### config.mk
export PLATFORM = sky130hd
export DESIGN_NAME = raid4_request_splitter
export DESIGN_NICKNAME = d
export VERILOG_FILES = /design/src/hw/rtl/r4s_pkg.sv /design/src/hw/rtl/r4s_div.sv /design/src/hw/rtl/r4s_dp.sv /design/src/hw/rtl/r4s_ctrl.sv /design/src/hw/rtl/raid4_request_splitter.sv
export SDC_FILE = /design/constraint.sdc
export NUM_CORES = 1
export LEC_CHECK = 0
export ABC_AREA = 0
export BUFFER_PORTS_ARGS = -buffer_cell sky130_fd_sc_hd__buf_2
export CAP_MARGIN = 20
export CORE_ASPECT_RATIO = 0.5
export CORE_MARGIN = 3
export CORE_UTILIZATION = 55
export CTS_CLUSTER_DIAMETER = 120
export DETAILED_ROUTE_END_ITERATION = 8
export PLACE_DENSITY = 0.82
export SLEW_MARGIN = 20
export SYNTH_ARGS = -nofsm -noshare
export SYNTH_HDL_FRONTEND = slang
export SYNTH_SLANG_ARGS = --single-unit
export TNS_END_PERCENT = 30
### constraint.sdc
create_clock -name clk -period 7.91 [get_ports clk]
set_input_delay 0.3955 -clock clk [delete_from_list [all_inputs] [get_ports clk]]
set_output_delay 0.3955 -clock clk [all_outputs]
set_load 0.02 [all_outputs]
### src/hw/rtl/r4s_pkg.sv
// Shared widths, register indexes, action codes and controller/datapath interface types.
package r4s_pkg;

	// Field widths
	localparam int OFS_W      = 48;
	localparam int LEN_W      = 25;
	localparam int BSZ_W      = 17;
	localparam int DEV_W      = 4;
	localparam int DCNT_W     = 5;
	localparam int MASK_W     = 16;
	localparam int BLK_W      = 32;
	localparam int ACT_W      = 3;
	localparam int CFG_IDX_W  = 2;
	localparam int CFG_DATA_W = 17;

	// Stream packing
	localparam int S_TDATA_W = 80;
	localparam int S_TUSER_W = 1;
	localparam int M_TDATA_W = 128;
	localparam int M_TUSER_W = 4;

	// Array limits and register reset values
	localparam int MAX_DEVICES  = 16;
	localparam int MIN_DEVICES  = 3;
	localparam int MAX_SEGMENTS = 64;
	localparam int BSZ_MAX      = 65536;
	localparam int BSZ_RESET    = 512;
	localparam int DCNT_RESET   = 3;

	// Configuration register indexes
	localparam logic [CFG_IDX_W-1:0] REG_BLOCK_BYTES  = 2'd0;
	localparam logic [CFG_IDX_W-1:0] REG_DEVICE_COUNT = 2'd1;
	localparam logic [CFG_IDX_W-1:0] REG_MISSING_MASK = 2'd2;

	// Segment action codes
	localparam logic [ACT_W-1:0] ACT_READ_DIRECT  = 3'd0;
	localparam logic [ACT_W-1:0] ACT_READ_RECON   = 3'd1;
	localparam logic [ACT_W-1:0] ACT_WRITE_RMW    = 3'd2;
	localparam logic [ACT_W-1:0] ACT_WRITE_PARITY = 3'd3;
	localparam logic [ACT_W-1:0] ACT_WRITE_DATA   = 3'd4;

	// Controller to datapath commands
	typedef struct packed {
		logic load;
		logic div_start_a;
		logic div_take_a;
		logic div_start_b;
		logic div_take_b;
		logic mul_step;
		logic seg_load;
		logic seg_last;
		logic seg_trunc;
	} cmd_t;

	// Datapath to controller status
	typedef struct packed {
		logic len_zero;
		logic div_done;
		logic final_seg;
	} sts_t;

endpackage

### src/hw/rtl/r4s_div.sv
// Restoring divider, one quotient bit per cycle, shared by both address divisions.
module r4s_div (
	input  logic                        clk,
	input  logic                        arst_n,
	input  logic                        start,
	input  logic [r4s_pkg::OFS_W-1:0]   dividend,
	input  logic [r4s_pkg::BSZ_W-1:0]   divisor,
	output logic                        done,
	output logic [r4s_pkg::OFS_W-1:0]   quotient,
	output logic [r4s_pkg::BSZ_W-1:0]   remainder
);

	localparam int CNT_W = $clog2(r4s_pkg::OFS_W);

	logic                        busy_q;
	logic                        done_q;
	logic [CNT_W-1:0]            cnt_q;
	logic [r4s_pkg::OFS_W-1:0]   quo_q;
	logic [r4s_pkg::BSZ_W-1:0]   rem_q;
	logic [r4s_pkg::BSZ_W-1:0]   dsr_q;
	logic [r4s_pkg::BSZ_W:0]     trial;
	logic                        ge;
	logic [r4s_pkg::BSZ_W:0]     diff;

	// One trial subtraction per cycle, dividend bits enter MSB first
	assign trial = {rem_q, quo_q[r4s_pkg::OFS_W-1]};
	assign ge    = trial >= {1'b0, dsr_q};
	assign diff  = trial - {1'b0, dsr_q};

	// Sequencing
	always_ff @(posedge clk or negedge arst_n) begin
		if (!arst_n) begin
			busy_q <= 1'b0;
			done_q <= 1'b0;
			cnt_q  <= '0;
		end else begin
			done_q <= 1'b0;
			if (start) begin
				busy_q <= 1'b1;
				cnt_q  <= '0;
			end else if (busy_q) begin
				cnt_q <= cnt_q + CNT_W'(1);
				if (cnt_q == CNT_W'(r4s_pkg::OFS_W - 1)) begin
					busy_q <= 1'b0;
					done_q <= 1'b1;
				end
			end
		end
	end

	// Partial remainder and quotient
	always_ff @(posedge clk) begin
		if (start) begin
			quo_q <= dividend;
			rem_q <= '0;
			dsr_q <= divisor;
		end else if (busy_q) begin
			quo_q <= {quo_q[r4s_pkg::OFS_W-2:0], ge};
			rem_q <= ge ? diff[r4s_pkg::BSZ_W-1:0] : trial[r4s_pkg::BSZ_W-1:0];
		end
	end

	assign done      = done_q;
	assign quotient  = quo_q;
	assign remainder = rem_q;

endmodule

### src/hw/rtl/r4s_dp.sv
// Datapath: configuration registers, address arithmetic, segment generation and output register.
module r4s_dp (
	input  logic                             clk,
	input  logic                             arst_n,
	input  logic                             cfg_wr_en,
	input  logic [r4s_pkg::CFG_IDX_W-1:0]    cfg_addr,
	input  logic [r4s_pkg::CFG_DATA_W-1:0]   cfg_wdata,
	input  logic                             in_func,
	input  logic [r4s_pkg::OFS_W-1:0]        in_byte_offset,
	input  logic [r4s_pkg::LEN_W-1:0]        in_request_length,
	input  r4s_pkg::cmd_t                    cmd,
	output r4s_pkg::sts_t                    sts,
	output logic [r4s_pkg::DEV_W-1:0]        device_index,
	output logic [r4s_pkg::OFS_W-1:0]        device_byte_offset,
	output logic [r4s_pkg::BLK_W-1:0]        device_block_index,
	output logic [r4s_pkg::BSZ_W-1:0]        segment_length,
	output logic [r4s_pkg::LEN_W-1:0]        buffer_position,
	output logic [r4s_pkg::ACT_W-1:0]        action,
	output logic                             last_segment,
	output logic                             truncated
);

	localparam int OW = r4s_pkg::OFS_W;
	localparam int LW = r4s_pkg::LEN_W;
	localparam int BW = r4s_pkg::BSZ_W;
	localparam int DW = r4s_pkg::DEV_W;
	localparam int CW = r4s_pkg::DCNT_W;

	// Configuration registers
	logic [BW-1:0]               block_bytes_q;
	logic [CW-1:0]               device_count_q;
	logic [r4s_pkg::MASK_W-1:0]  missing_mask_q;

	// Request state
	logic           func_q;
	logic [OW-1:0]  ofs_q;
	logic [LW-1:0]  rem_len_q;
	logic [LW-1:0]  pos_q;
	logic [BW-1:0]  in_blk_q;
	logic [OW-1:0]  dblk_q;
	logic [DW-1:0]  dev_q;
	logic [OW-1:0]  base_q;
	logic [BW-1:0]  mb_q;

	// Output register
	logic [DW-1:0]                 out_dev_q;
	logic [OW-1:0]                 out_ofs_q;
	logic [r4s_pkg::BLK_W-1:0]     out_blk_q;
	logic [BW-1:0]                 out_len_q;
	logic [LW-1:0]                 out_pos_q;
	logic [r4s_pkg::ACT_W-1:0]     out_act_q;
	logic                          out_last_q;
	logic                          out_trunc_q;

	// Clamped configuration
	logic [BW-1:0]  bsz;
	logic [CW-1:0]  dcnt;
	logic [CW-1:0]  dcnt_m1;
	logic [DW-1:0]  par_dev;
	logic           dev_wrap;

	// Divider hookup
	logic           div_start;
	logic [OW-1:0]  div_dividend;
	logic [BW-1:0]  div_divisor;
	logic           div_done;
	logic [OW-1:0]  div_quo;
	logic [BW-1:0]  div_rem;

	// Segment terms
	logic [BW-1:0]                 room;
	logic                          rem_short;
	logic [BW-1:0]                 seg;
	logic                          dev_miss;
	logic                          par_miss;
	logic [r4s_pkg::ACT_W-1:0]     act;

	// Configuration writes
	always_ff @(posedge clk or negedge arst_n) begin
		if (!arst_n) begin
			block_bytes_q  <= BW'(r4s_pkg::BSZ_RESET);
			device_count_q <= CW'(r4s_pkg::DCNT_RESET);
			missing_mask_q <= '0;
		end else if (cfg_wr_en) begin
			unique case (cfg_addr)
				r4s_pkg::REG_BLOCK_BYTES:  block_bytes_q  <= cfg_wdata;
				r4s_pkg::REG_DEVICE_COUNT: device_count_q <= cfg_wdata[CW-1:0];
				r4s_pkg::REG_MISSING_MASK: missing_mask_q <= cfg_wdata[r4s_pkg::MASK_W-1:0];
				default: ;
			endcase
		end
	end

	// Clamp block size and device count into range
	always_comb begin
		if (block_bytes_q == '0)
			bsz = BW'(1);
		else if (block_bytes_q > BW'(r4s_pkg::BSZ_MAX))
			bsz = BW'(r4s_pkg::BSZ_MAX);
		else
			bsz = block_bytes_q;
		if (device_count_q < CW'(r4s_pkg::MIN_DEVICES))
			dcnt = CW'(r4s_pkg::MIN_DEVICES);
		else if (device_count_q > CW'(r4s_pkg::MAX_DEVICES))
			dcnt = CW'(r4s_pkg::MAX_DEVICES);
		else
			dcnt = device_count_q;
	end

	// Parity device index equals the number of data devices
	assign dcnt_m1  = dcnt - CW'(1);
	assign par_dev  = dcnt_m1[DW-1:0];
	assign dev_wrap = dev_q == (par_dev - DW'(1));

	// Divider operand select: offset by block size, then block by data devices
	assign div_start    = cmd.div_start_a | cmd.div_start_b;
	assign div_dividend = cmd.div_start_a ? ofs_q : dblk_q;
	assign div_divisor  = cmd.div_start_a ? bsz : BW'(par_dev);

	r4s_div u_div (
		.clk       (clk),
		.arst_n    (arst_n),
		.start     (div_start),
		.dividend  (div_dividend),
		.divisor   (div_divisor),
		.done      (div_done),
		.quotient  (div_quo),
		.remainder (div_rem)
	);

	// Current segment: length, end of request, action
	assign room      = bsz - in_blk_q;
	assign rem_short = rem_len_q < LW'(room);
	assign seg       = rem_short ? rem_len_q[BW-1:0] : room;
	assign dev_miss  = missing_mask_q[dev_q];
	assign par_miss  = missing_mask_q[par_dev];

	always_comb begin
		if (func_q) begin
			if (dev_miss)
				act = r4s_pkg::ACT_WRITE_PARITY;
			else if (par_miss)
				act = r4s_pkg::ACT_WRITE_DATA;
			else
				act = r4s_pkg::ACT_WRITE_RMW;
		end else begin
			act = dev_miss ? r4s_pkg::ACT_READ_RECON : r4s_pkg::ACT_READ_DIRECT;
		end
	end

	// Request registers, address arithmetic and output register
	always_ff @(posedge clk) begin
		if (cmd.load) begin
			func_q    <= in_func;
			ofs_q     <= in_byte_offset;
			rem_len_q <= in_request_length;
			pos_q     <= '0;
		end
		if (cmd.div_take_a) begin
			dblk_q   <= div_quo;
			in_blk_q <= div_rem;
		end
		if (cmd.div_take_b) begin
			dblk_q <= div_quo;
			dev_q  <= div_rem[DW-1:0];
			base_q <= '0;
			mb_q   <= bsz;
		end
		// Shift-add multiply, block size bits MSB first
		if (cmd.mul_step) begin
			base_q <= {base_q[OW-2:0], 1'b0} + (mb_q[BW-1] ? dblk_q : '0);
			mb_q   <= {mb_q[BW-2:0], 1'b0};
		end
		if (cmd.seg_load) begin
			out_dev_q   <= dev_q;
			out_ofs_q   <= base_q + OW'(in_blk_q);
			out_blk_q   <= dblk_q[r4s_pkg::BLK_W-1:0];
			out_len_q   <= seg;
			out_pos_q   <= pos_q;
			out_act_q   <= act;
			out_last_q  <= cmd.seg_last;
			out_trunc_q <= cmd.seg_trunc;
			rem_len_q   <= rem_len_q - LW'(seg);
			pos_q       <= pos_q + LW'(seg);
			in_blk_q    <= '0;
			// Step to the next data device, wrapping to device 0 of the next array block
			if (dev_wrap) begin
				dev_q  <= '0;
				dblk_q <= dblk_q + OW'(1);
				base_q <= base_q + OW'(bsz);
			end else begin
				dev_q <= dev_q + DW'(1);
			end
		end
	end

	assign sts.len_zero  = rem_len_q == '0;
	assign sts.div_done  = div_done;
	assign sts.final_seg = !(rem_len_q > LW'(room));

	assign device_index       = out_dev_q;
	assign device_byte_offset = out_ofs_q;
	assign device_block_index = out_blk_q;
	assign segment_length     = out_len_q;
	assign buffer_position    = out_pos_q;
	assign action             = out_act_q;
	assign last_segment       = out_last_q;
	assign truncated          = out_trunc_q;

endmodule

### src/hw/rtl/r4s_ctrl.sv
// Controller: request sequencing through the divisions, the multiply and segment emission.
module r4s_ctrl #(
	parameter int MAX_SEGMENTS = r4s_pkg::MAX_SEGMENTS
) (
	input  logic            clk,
	input  logic            arst_n,
	input  logic            s_valid,
	output logic            s_ready,
	output logic            m_valid,
	input  logic            m_ready,
	input  r4s_pkg::sts_t   sts,
	output r4s_pkg::cmd_t   cmd
);

	localparam int SEG_W = (MAX_SEGMENTS > 1) ? $clog2(MAX_SEGMENTS) : 1;
	localparam int MUL_W = $clog2(r4s_pkg::BSZ_W);

	localparam logic [2:0] ST_IDLE   = 3'd0;
	localparam logic [2:0] ST_DIV_A  = 3'd1;
	localparam logic [2:0] ST_WAIT_A = 3'd2;
	localparam logic [2:0] ST_DIV_B  = 3'd3;
	localparam logic [2:0] ST_WAIT_B = 3'd4;
	localparam logic [2:0] ST_MUL    = 3'd5;
	localparam logic [2:0] ST_EMIT   = 3'd6;

	logic [2:0]       state_q;
	logic [2:0]       state_d;
	logic [SEG_W-1:0] seg_cnt_q;
	logic [MUL_W-1:0] mul_cnt_q;
	logic             m_valid_q;
	logic             out_free;
	logic             seg_max;

	assign s_ready  = state_q == ST_IDLE;
	assign m_valid  = m_valid_q;
	assign out_free = !m_valid_q || m_ready;
	assign seg_max  = seg_cnt_q == SEG_W'(MAX_SEGMENTS - 1);

	// Next state and commands
	always_comb begin
		cmd     = '0;
		state_d = state_q;
		unique case (state_q)
			ST_IDLE: begin
				if (s_valid) begin
					cmd.load = 1'b1;
					state_d  = ST_DIV_A;
				end
			end
			ST_DIV_A: begin
				// Zero-length request yields no segments
				if (sts.len_zero) begin
					state_d = ST_IDLE;
				end else begin
					cmd.div_start_a = 1'b1;
					state_d         = ST_WAIT_A;
				end
			end
			ST_WAIT_A: begin
				if (sts.div_done) begin
					cmd.div_take_a = 1'b1;
					state_d        = ST_DIV_B;
				end
			end
			ST_DIV_B: begin
				cmd.div_start_b = 1'b1;
				state_d         = ST_WAIT_B;
			end
			ST_WAIT_B: begin
				if (sts.div_done) begin
					cmd.div_take_b = 1'b1;
					state_d        = ST_MUL;
				end
			end
			ST_MUL: begin
				cmd.mul_step = 1'b1;
				if (mul_cnt_q == MUL_W'(r4s_pkg::BSZ_W - 1))
					state_d = ST_EMIT;
			end
			ST_EMIT: begin
				if (out_free) begin
					cmd.seg_load  = 1'b1;
					cmd.seg_last  = sts.final_seg || seg_max;
					cmd.seg_trunc = seg_max && !sts.final_seg;
					if (cmd.seg_last)
						state_d = ST_IDLE;
				end
			end
			default: state_d = ST_IDLE;
		endcase
	end

	// State, counters and output valid
	always_ff @(posedge clk or negedge arst_n) begin
		if (!arst_n) begin
			state_q   <= ST_IDLE;
			seg_cnt_q <= '0;
			mul_cnt_q <= '0;
			m_valid_q <= 1'b0;
		end else begin
			state_q <= state_d;
			if (cmd.div_take_b) begin
				seg_cnt_q <= '0;
				mul_cnt_q <= '0;
			end
			if (cmd.mul_step)
				mul_cnt_q <= mul_cnt_q + MUL_W'(1);
			if (cmd.seg_load)
				seg_cnt_q <= seg_cnt_q + SEG_W'(1);
			if (cmd.seg_load)
				m_valid_q <= 1'b1;
			else if (m_ready)
				m_valid_q <= 1'b0;
		end
	end

endmodule

### src/hw/rtl/raid4_request_splitter.sv
// RAID4 request splitter top level: stream ports, configuration port, controller and datapath.
// Before the first registered segment, a request passes through two 48-step bit-serial
// divisions in the shared divider and then a 17-step shift-add multiply.
// Throughput: then one segment per cycle while the output is taken; a new request is
// accepted the cycle after the last segment is registered; zero-length ones skip the divider.
// Reset: arst_n asynchronous active low; control state idle, registers back to 512 / 3 / 0.
module raid4_request_splitter #(
	parameter int MAX_SEGMENTS = r4s_pkg::MAX_SEGMENTS
) (
	input  logic                              clk,
	input  logic                              arst_n,
	input  logic                              cfg_wr_en,
	input  logic [r4s_pkg::CFG_IDX_W-1:0]     cfg_addr,
	input  logic [r4s_pkg::CFG_DATA_W-1:0]    cfg_wdata,
	input  logic                              s_axis_tvalid,
	output logic                              s_axis_tready,
	// byte_offset [47:0], request_length [72:48], zero fill [79:73]
	input  logic [r4s_pkg::S_TDATA_W-1:0]     s_axis_tdata,
	// func [0]
	input  logic [r4s_pkg::S_TUSER_W-1:0]     s_axis_tuser,
	output logic                              m_axis_tvalid,
	input  logic                              m_axis_tready,
	// device_index [3:0], device_byte_offset [51:4], device_block_index [83:52],
	// segment_length [100:84], buffer_position [125:101], zero fill [127:126]
	output logic [r4s_pkg::M_TDATA_W-1:0]     m_axis_tdata,
	// action [2:0], truncated [3]
	output logic [r4s_pkg::M_TUSER_W-1:0]     m_axis_tuser,
	// last_segment
	output logic                              m_axis_tlast
);

	r4s_pkg::cmd_t cmd;
	r4s_pkg::sts_t sts;

	logic [r4s_pkg::DEV_W-1:0]  device_index;
	logic [r4s_pkg::OFS_W-1:0]  device_byte_offset;
	logic [r4s_pkg::BLK_W-1:0]  device_block_index;
	logic [r4s_pkg::BSZ_W-1:0]  segment_length;
	logic [r4s_pkg::LEN_W-1:0]  buffer_position;
	logic [r4s_pkg::ACT_W-1:0]  action;
	logic                       truncated;

	r4s_ctrl #(
		.MAX_SEGMENTS (MAX_SEGMENTS)
	) u_ctrl (
		.clk     (clk),
		.arst_n  (arst_n),
		.s_valid (s_axis_tvalid),
		.s_ready (s_axis_tready),
		.m_valid (m_axis_tvalid),
		.m_ready (m_axis_tready),
		.sts     (sts),
		.cmd     (cmd)
	);

	r4s_dp u_dp (
		.clk                (clk),
		.arst_n             (arst_n),
		.cfg_wr_en          (cfg_wr_en),
		.cfg_addr           (cfg_addr),
		.cfg_wdata          (cfg_wdata),
		.in_func            (s_axis_tuser[0]),
		.in_byte_offset     (s_axis_tdata[r4s_pkg::OFS_W-1:0]),
		.in_request_length  (s_axis_tdata[r4s_pkg::OFS_W+r4s_pkg::LEN_W-1:r4s_pkg::OFS_W]),
		.cmd                (cmd),
		.sts                (sts),
		.device_index       (device_index),
		.device_byte_offset (device_byte_offset),
		.device_block_index (device_block_index),
		.segment_length     (segment_length),
		.buffer_position    (buffer_position),
		.action             (action),
		.last_segment       (m_axis_tlast),
		.truncated          (truncated)
	);

	// Output transaction packing
	assign m_axis_tdata = {2'b00, buffer_position, segment_length, device_block_index,
		device_byte_offset, device_index};
	assign m_axis_tuser = {truncated, action};

`ifndef SYNTHESIS
	// Every emitted segment carries at least one byte
	assert property (@(posedge clk) disable iff (!arst_n)
		m_axis_tvalid |-> (m_axis_tdata[100:84] != '0))
		else $error("zero-length segment emitted");

	// Truncation is only flagged on the closing segment
	assert property (@(posedge clk) disable iff (!arst_n)
		(m_axis_tvalid && m_axis_tuser[3]) |-> m_axis_tlast)
		else $error("truncated flag without last segment");

	// A zero-length request returns to idle without starting the divider
	assert property (@(posedge clk) disable iff (!arst_n)
		(s_axis_tvalid && s_axis_tready && (s_axis_tdata[72:48] == '0)) |-> ##2 s_axis_tready)
		else $error("zero-length request not dropped");

	// Segments are only loaded in the emission phase, never while idle
	assert property (@(posedge clk) disable iff (!arst_n)
		s_axis_tready |-> !cmd.seg_load)
		else $error("segment loaded while idle");
`endif

endmodule
==> summary.md <==
| Metric | Value |
|---|---|
| Asr flop ratio synth | 0.1203 |
| Endpoints failing setup | 0 |
| Slowest stage delay, CP | 0.43 ns |
| Gate Count Post-Synth | 2,978 |
| First-pass GRT wire length | 126,600 um |
| DR vias | 24,620 |
| Mean post-synth cell area | 9.826 um^2 |
| Vias per cell | 6.177 |
| Clk root buf | clkbuf_16 |
| Drt pass-1 iters | 6 |
| Sequential share of the synthesized area | 0.4652 |
| I/O Pins | 240 |
| Post-synthesis cell area | 29,260 um^2 |
| 1st-iter DRT viols | 2,870 |
| Wire length on met2 | 37,910 um |
| Post-synth EDFFs | 315 |
| YS warnings | 0 |
| # clock sinks | 507 |
| Clk Latency, worst-skew pair | 0.60 ns |
| Layout Area Growth over Synthesis | 14.92% |
| ANT nets after route | 0 |
| Final min period | 7.558 ns |
| Metal3 WL | 5977 um |
| Layout cells sized above 1 | 0.1553 |
| Core area | 52,270 um^2 |
| Finished Layout Cells | 3,985 |
| TritonCTS clock tree | done |
| Critical path class | reg -> reg |
| Worst Tran Pin Value | 1.105 ns |
| Largest net degree at the start of global routing | 88 |
| Max-Cap Viols | 0 |
| Hold WC Path Type | in -> reg |
| Crit start category | flop |
| Outcome | finished, final reports clean |
| Die area | 56,180 um^2 |
| Clock transition at path regs | 0.07 ns |
| DRC violations left | 0 |
| Inserted Diodes | 0 |
| Max Used Layer | met4 |
| Critical path's slowest cell | a221oi_4 |
| Starting Density | 0.5599 |
| Critical path arrival | 7.90 ns |
| Die Wd | 332.2 um |
| Post-detail-place hpwl | 56,570 um |
| Initial antenna violation count | 0 |
| Final Util | 0.6434 |
| Worst clock skew | 0.03029 ns |
| CP Capture Type | flop |
| Pwr per Cell Area | 392.4 nW/um^2 |
| Final Hold Viols | 0 |
| Wl on met1 | 34,500 um |
| Die height | 169.1 um |
| Fin. max-slew vios | 0 |
| Number of global-route vias before repair | 23,360 |
| H-tree depth | 2 |
| Yosys reg bits | 507 |
| Row count | 59 |
| Ys flop type | edfxtp_1 |
| Layout net count | 3,530 |
| Total track usage | 0.2794 |
| Lkg Pwr | 14.02 nW |
| Grt total ovfl | 0 |
| Highest Clock Rate | 132.3 MHz |
| WHS | 0.07203 ns |
| Total wire length | 81,100 um |
| GPL Wtd Cong | 0.9304 |
| Final worst-path cycle share | 0.9555 |
| Placed insts | 3,847 |
| Avg WL per Cell | 20.35 um |
| Worst Path Max Fanout | 4 |
| Most common library cell in the layout ignoring fill and taps | nand2_1 |
| Max IR drop VDD | 0.2036 mV |
| # fillers | 4,076 |
| Total CTS buffers | 46 |
| Worst EP required | 8.25 ns |
| Synth cell types | 88 |
| Clock Path Buffers | 3 |
| Commonest non-fill, non-tap cells in the layout | nand2_1, edfxtp_1, buf_2, nor2_1, a21oi_1 |
| PortBufs | 230 |
| Max-slew headroom | 0.2571 |
-- critical path, delay by kind of cell, from the launching register on --
family	cells	cell delay, ns
adder cells (fa/ha/maj)	4	0.98
flip-flops	1	0.42
buffers and inverters	5	0.55
XOR/XNOR	1	0.13
AO/OA/AOI/OAI	19	4.09
multiplexers	1	0.19
AND/OR/NAND/NOR	6	0.93
-- cells by family (layout without fill, tap and decap cells) --
group | count (synthesis) | in the layout | share of synthesized area
other | 1 | 2 | 0.0001282
AOI/OAI and AO/OA | 779 | 779 | 0.1740
adders and majority gates | 179 | 179 | 0.07833
DFF | 507 | 507 | 0.4652
xor gates and xnor gates | 166 | 166 | 0.04969
buffers and inverters | 263 | 568 | 0.03523
and+or+nand+nor | 996 | 996 | 0.1612
muxes | 87 | 87 | 0.03626
-- synthesized netlist by cell type (all sizes together) (59+ instances only) --
master    n  area, um^2
nand3    76       380.4
dfxtp   131        2623
a21oi   194       970.9
o21ai   187       947.2
nand2   369        1388
ha      172        2152
xor2     62       543.0
and2     77       484.2
clkbuf  100       375.4
xnor2   104       910.9
nor3     59       300.3
a21o     76       570.6
nor2    205       772.0
edfxtp  315        9459
inv     133       499.2
-- per-layer routing --
layer  up-vias  track usage
met2      1099       0.4672
met1     11860       0.3792
met3       192      0.03833
met4         0      0.09377
met5         -            0
li1      11470            -
-- flip-flops by register name (all words and copies together) (netlist names), 25 cells and up --
name and cells:
u_dp.dblk_q 48, u_dp.pos_q 25, u_dp.base_q 48, u_dp.buffer_position 25, u_dp.ofs_q 48, u_dp.device_byte_offset 48, u_dp.device_block_index 32, u_dp.rem_len_q 25
u_dp.u_div.quotient 48
-- cell type report --
| class | instances | area [um^2] | share of cell area |
|---|---|---|---|
| flip-flops and latches | 507 | 13610 | 0.4048 |
| well taps | 701 | 877.1 | 0.02608 |
| clock buffers | 58 | 1266 | 0.03765 |
| multi-input cells | 2209 | 14860 | 0.4418 |
| inverters | 134 | 513.0 | 0.01526 |
| clock inverters | 28 | 319.1 | 0.009488 |
| repair buffers | 348 | 2182 | 0.06489 |
-- stage by stage --
stage / power [mW] / setup slack (ns) / TNS (ns) / area, um^2
floorplan: 8.829 / 0.2129 / 0 / 29270
global placement: 10.28 / 0.04713 / 0 / 31340
detailed placement: 10.52 / -0.1752 / -0.4562 / 31340
CTS: 12.98 / 0.001525 / 0 / 33450
global route: 14.02 / -0.05294 / -0.1299 / 33630
finish: 13.19 / 0.3517 / 0 / 33630
-- where the power goes --
part / switching, mW / internal (mW) / leakage [nW]
combinational: 3.65 / 2.50 / 8.43
sequential: 0.792 / 3.87 / 4.80
clock: 1.07 / 1.31 / 0.781
-- worst paths after layout --
| path | cells past startpoint | from | slack (ns) | endpoint |
|---|---|---|---|---|
| worst max register to register | 36 | u_dp.block_bytes_q[3]$_DFFE_PN0P_ | 0.35 | u_dp.rem_len_q[22]$_DFFE_PP_ |
| worst max-delay path | 36 | u_dp.block_bytes_q[3]$_DFFE_PN0P_ | 0.35 | u_dp.rem_len_q[22]$_DFFE_PP_ |
| worst min-delay path | 2 | cfg_wdata[10] | 0.07 | u_dp.block_bytes_q[10]$_DFFE_PN0P_ |
| min in group asynchronous | 3 | arst_n | 0.49 | u_dp.u_div.cnt_q[3]$_DFFE_PN0P_ |
| max in group asynchronous | 3 | arst_n | 6.84 | u_ctrl.m_valid$_DFFE_PN0P_ |
| worst min register to register | 0 | u_dp.pos_q[9]$_SDFFCE_PN0P_ | 0.45 | u_dp.buffer_position[9]$_DFFE_PP_ |
-- what timing repair did --
item / in CTS / in global routing
hold endpoints to repair: 59 / 0
gates resized for setup: 2 / 44
endpoints found under the setup margin: 5 / 22
pin swaps: 2 / 18
hold buffers: 50 / 0
buffers inserted: 2 / 0
(Power assumes the default switching activity.)
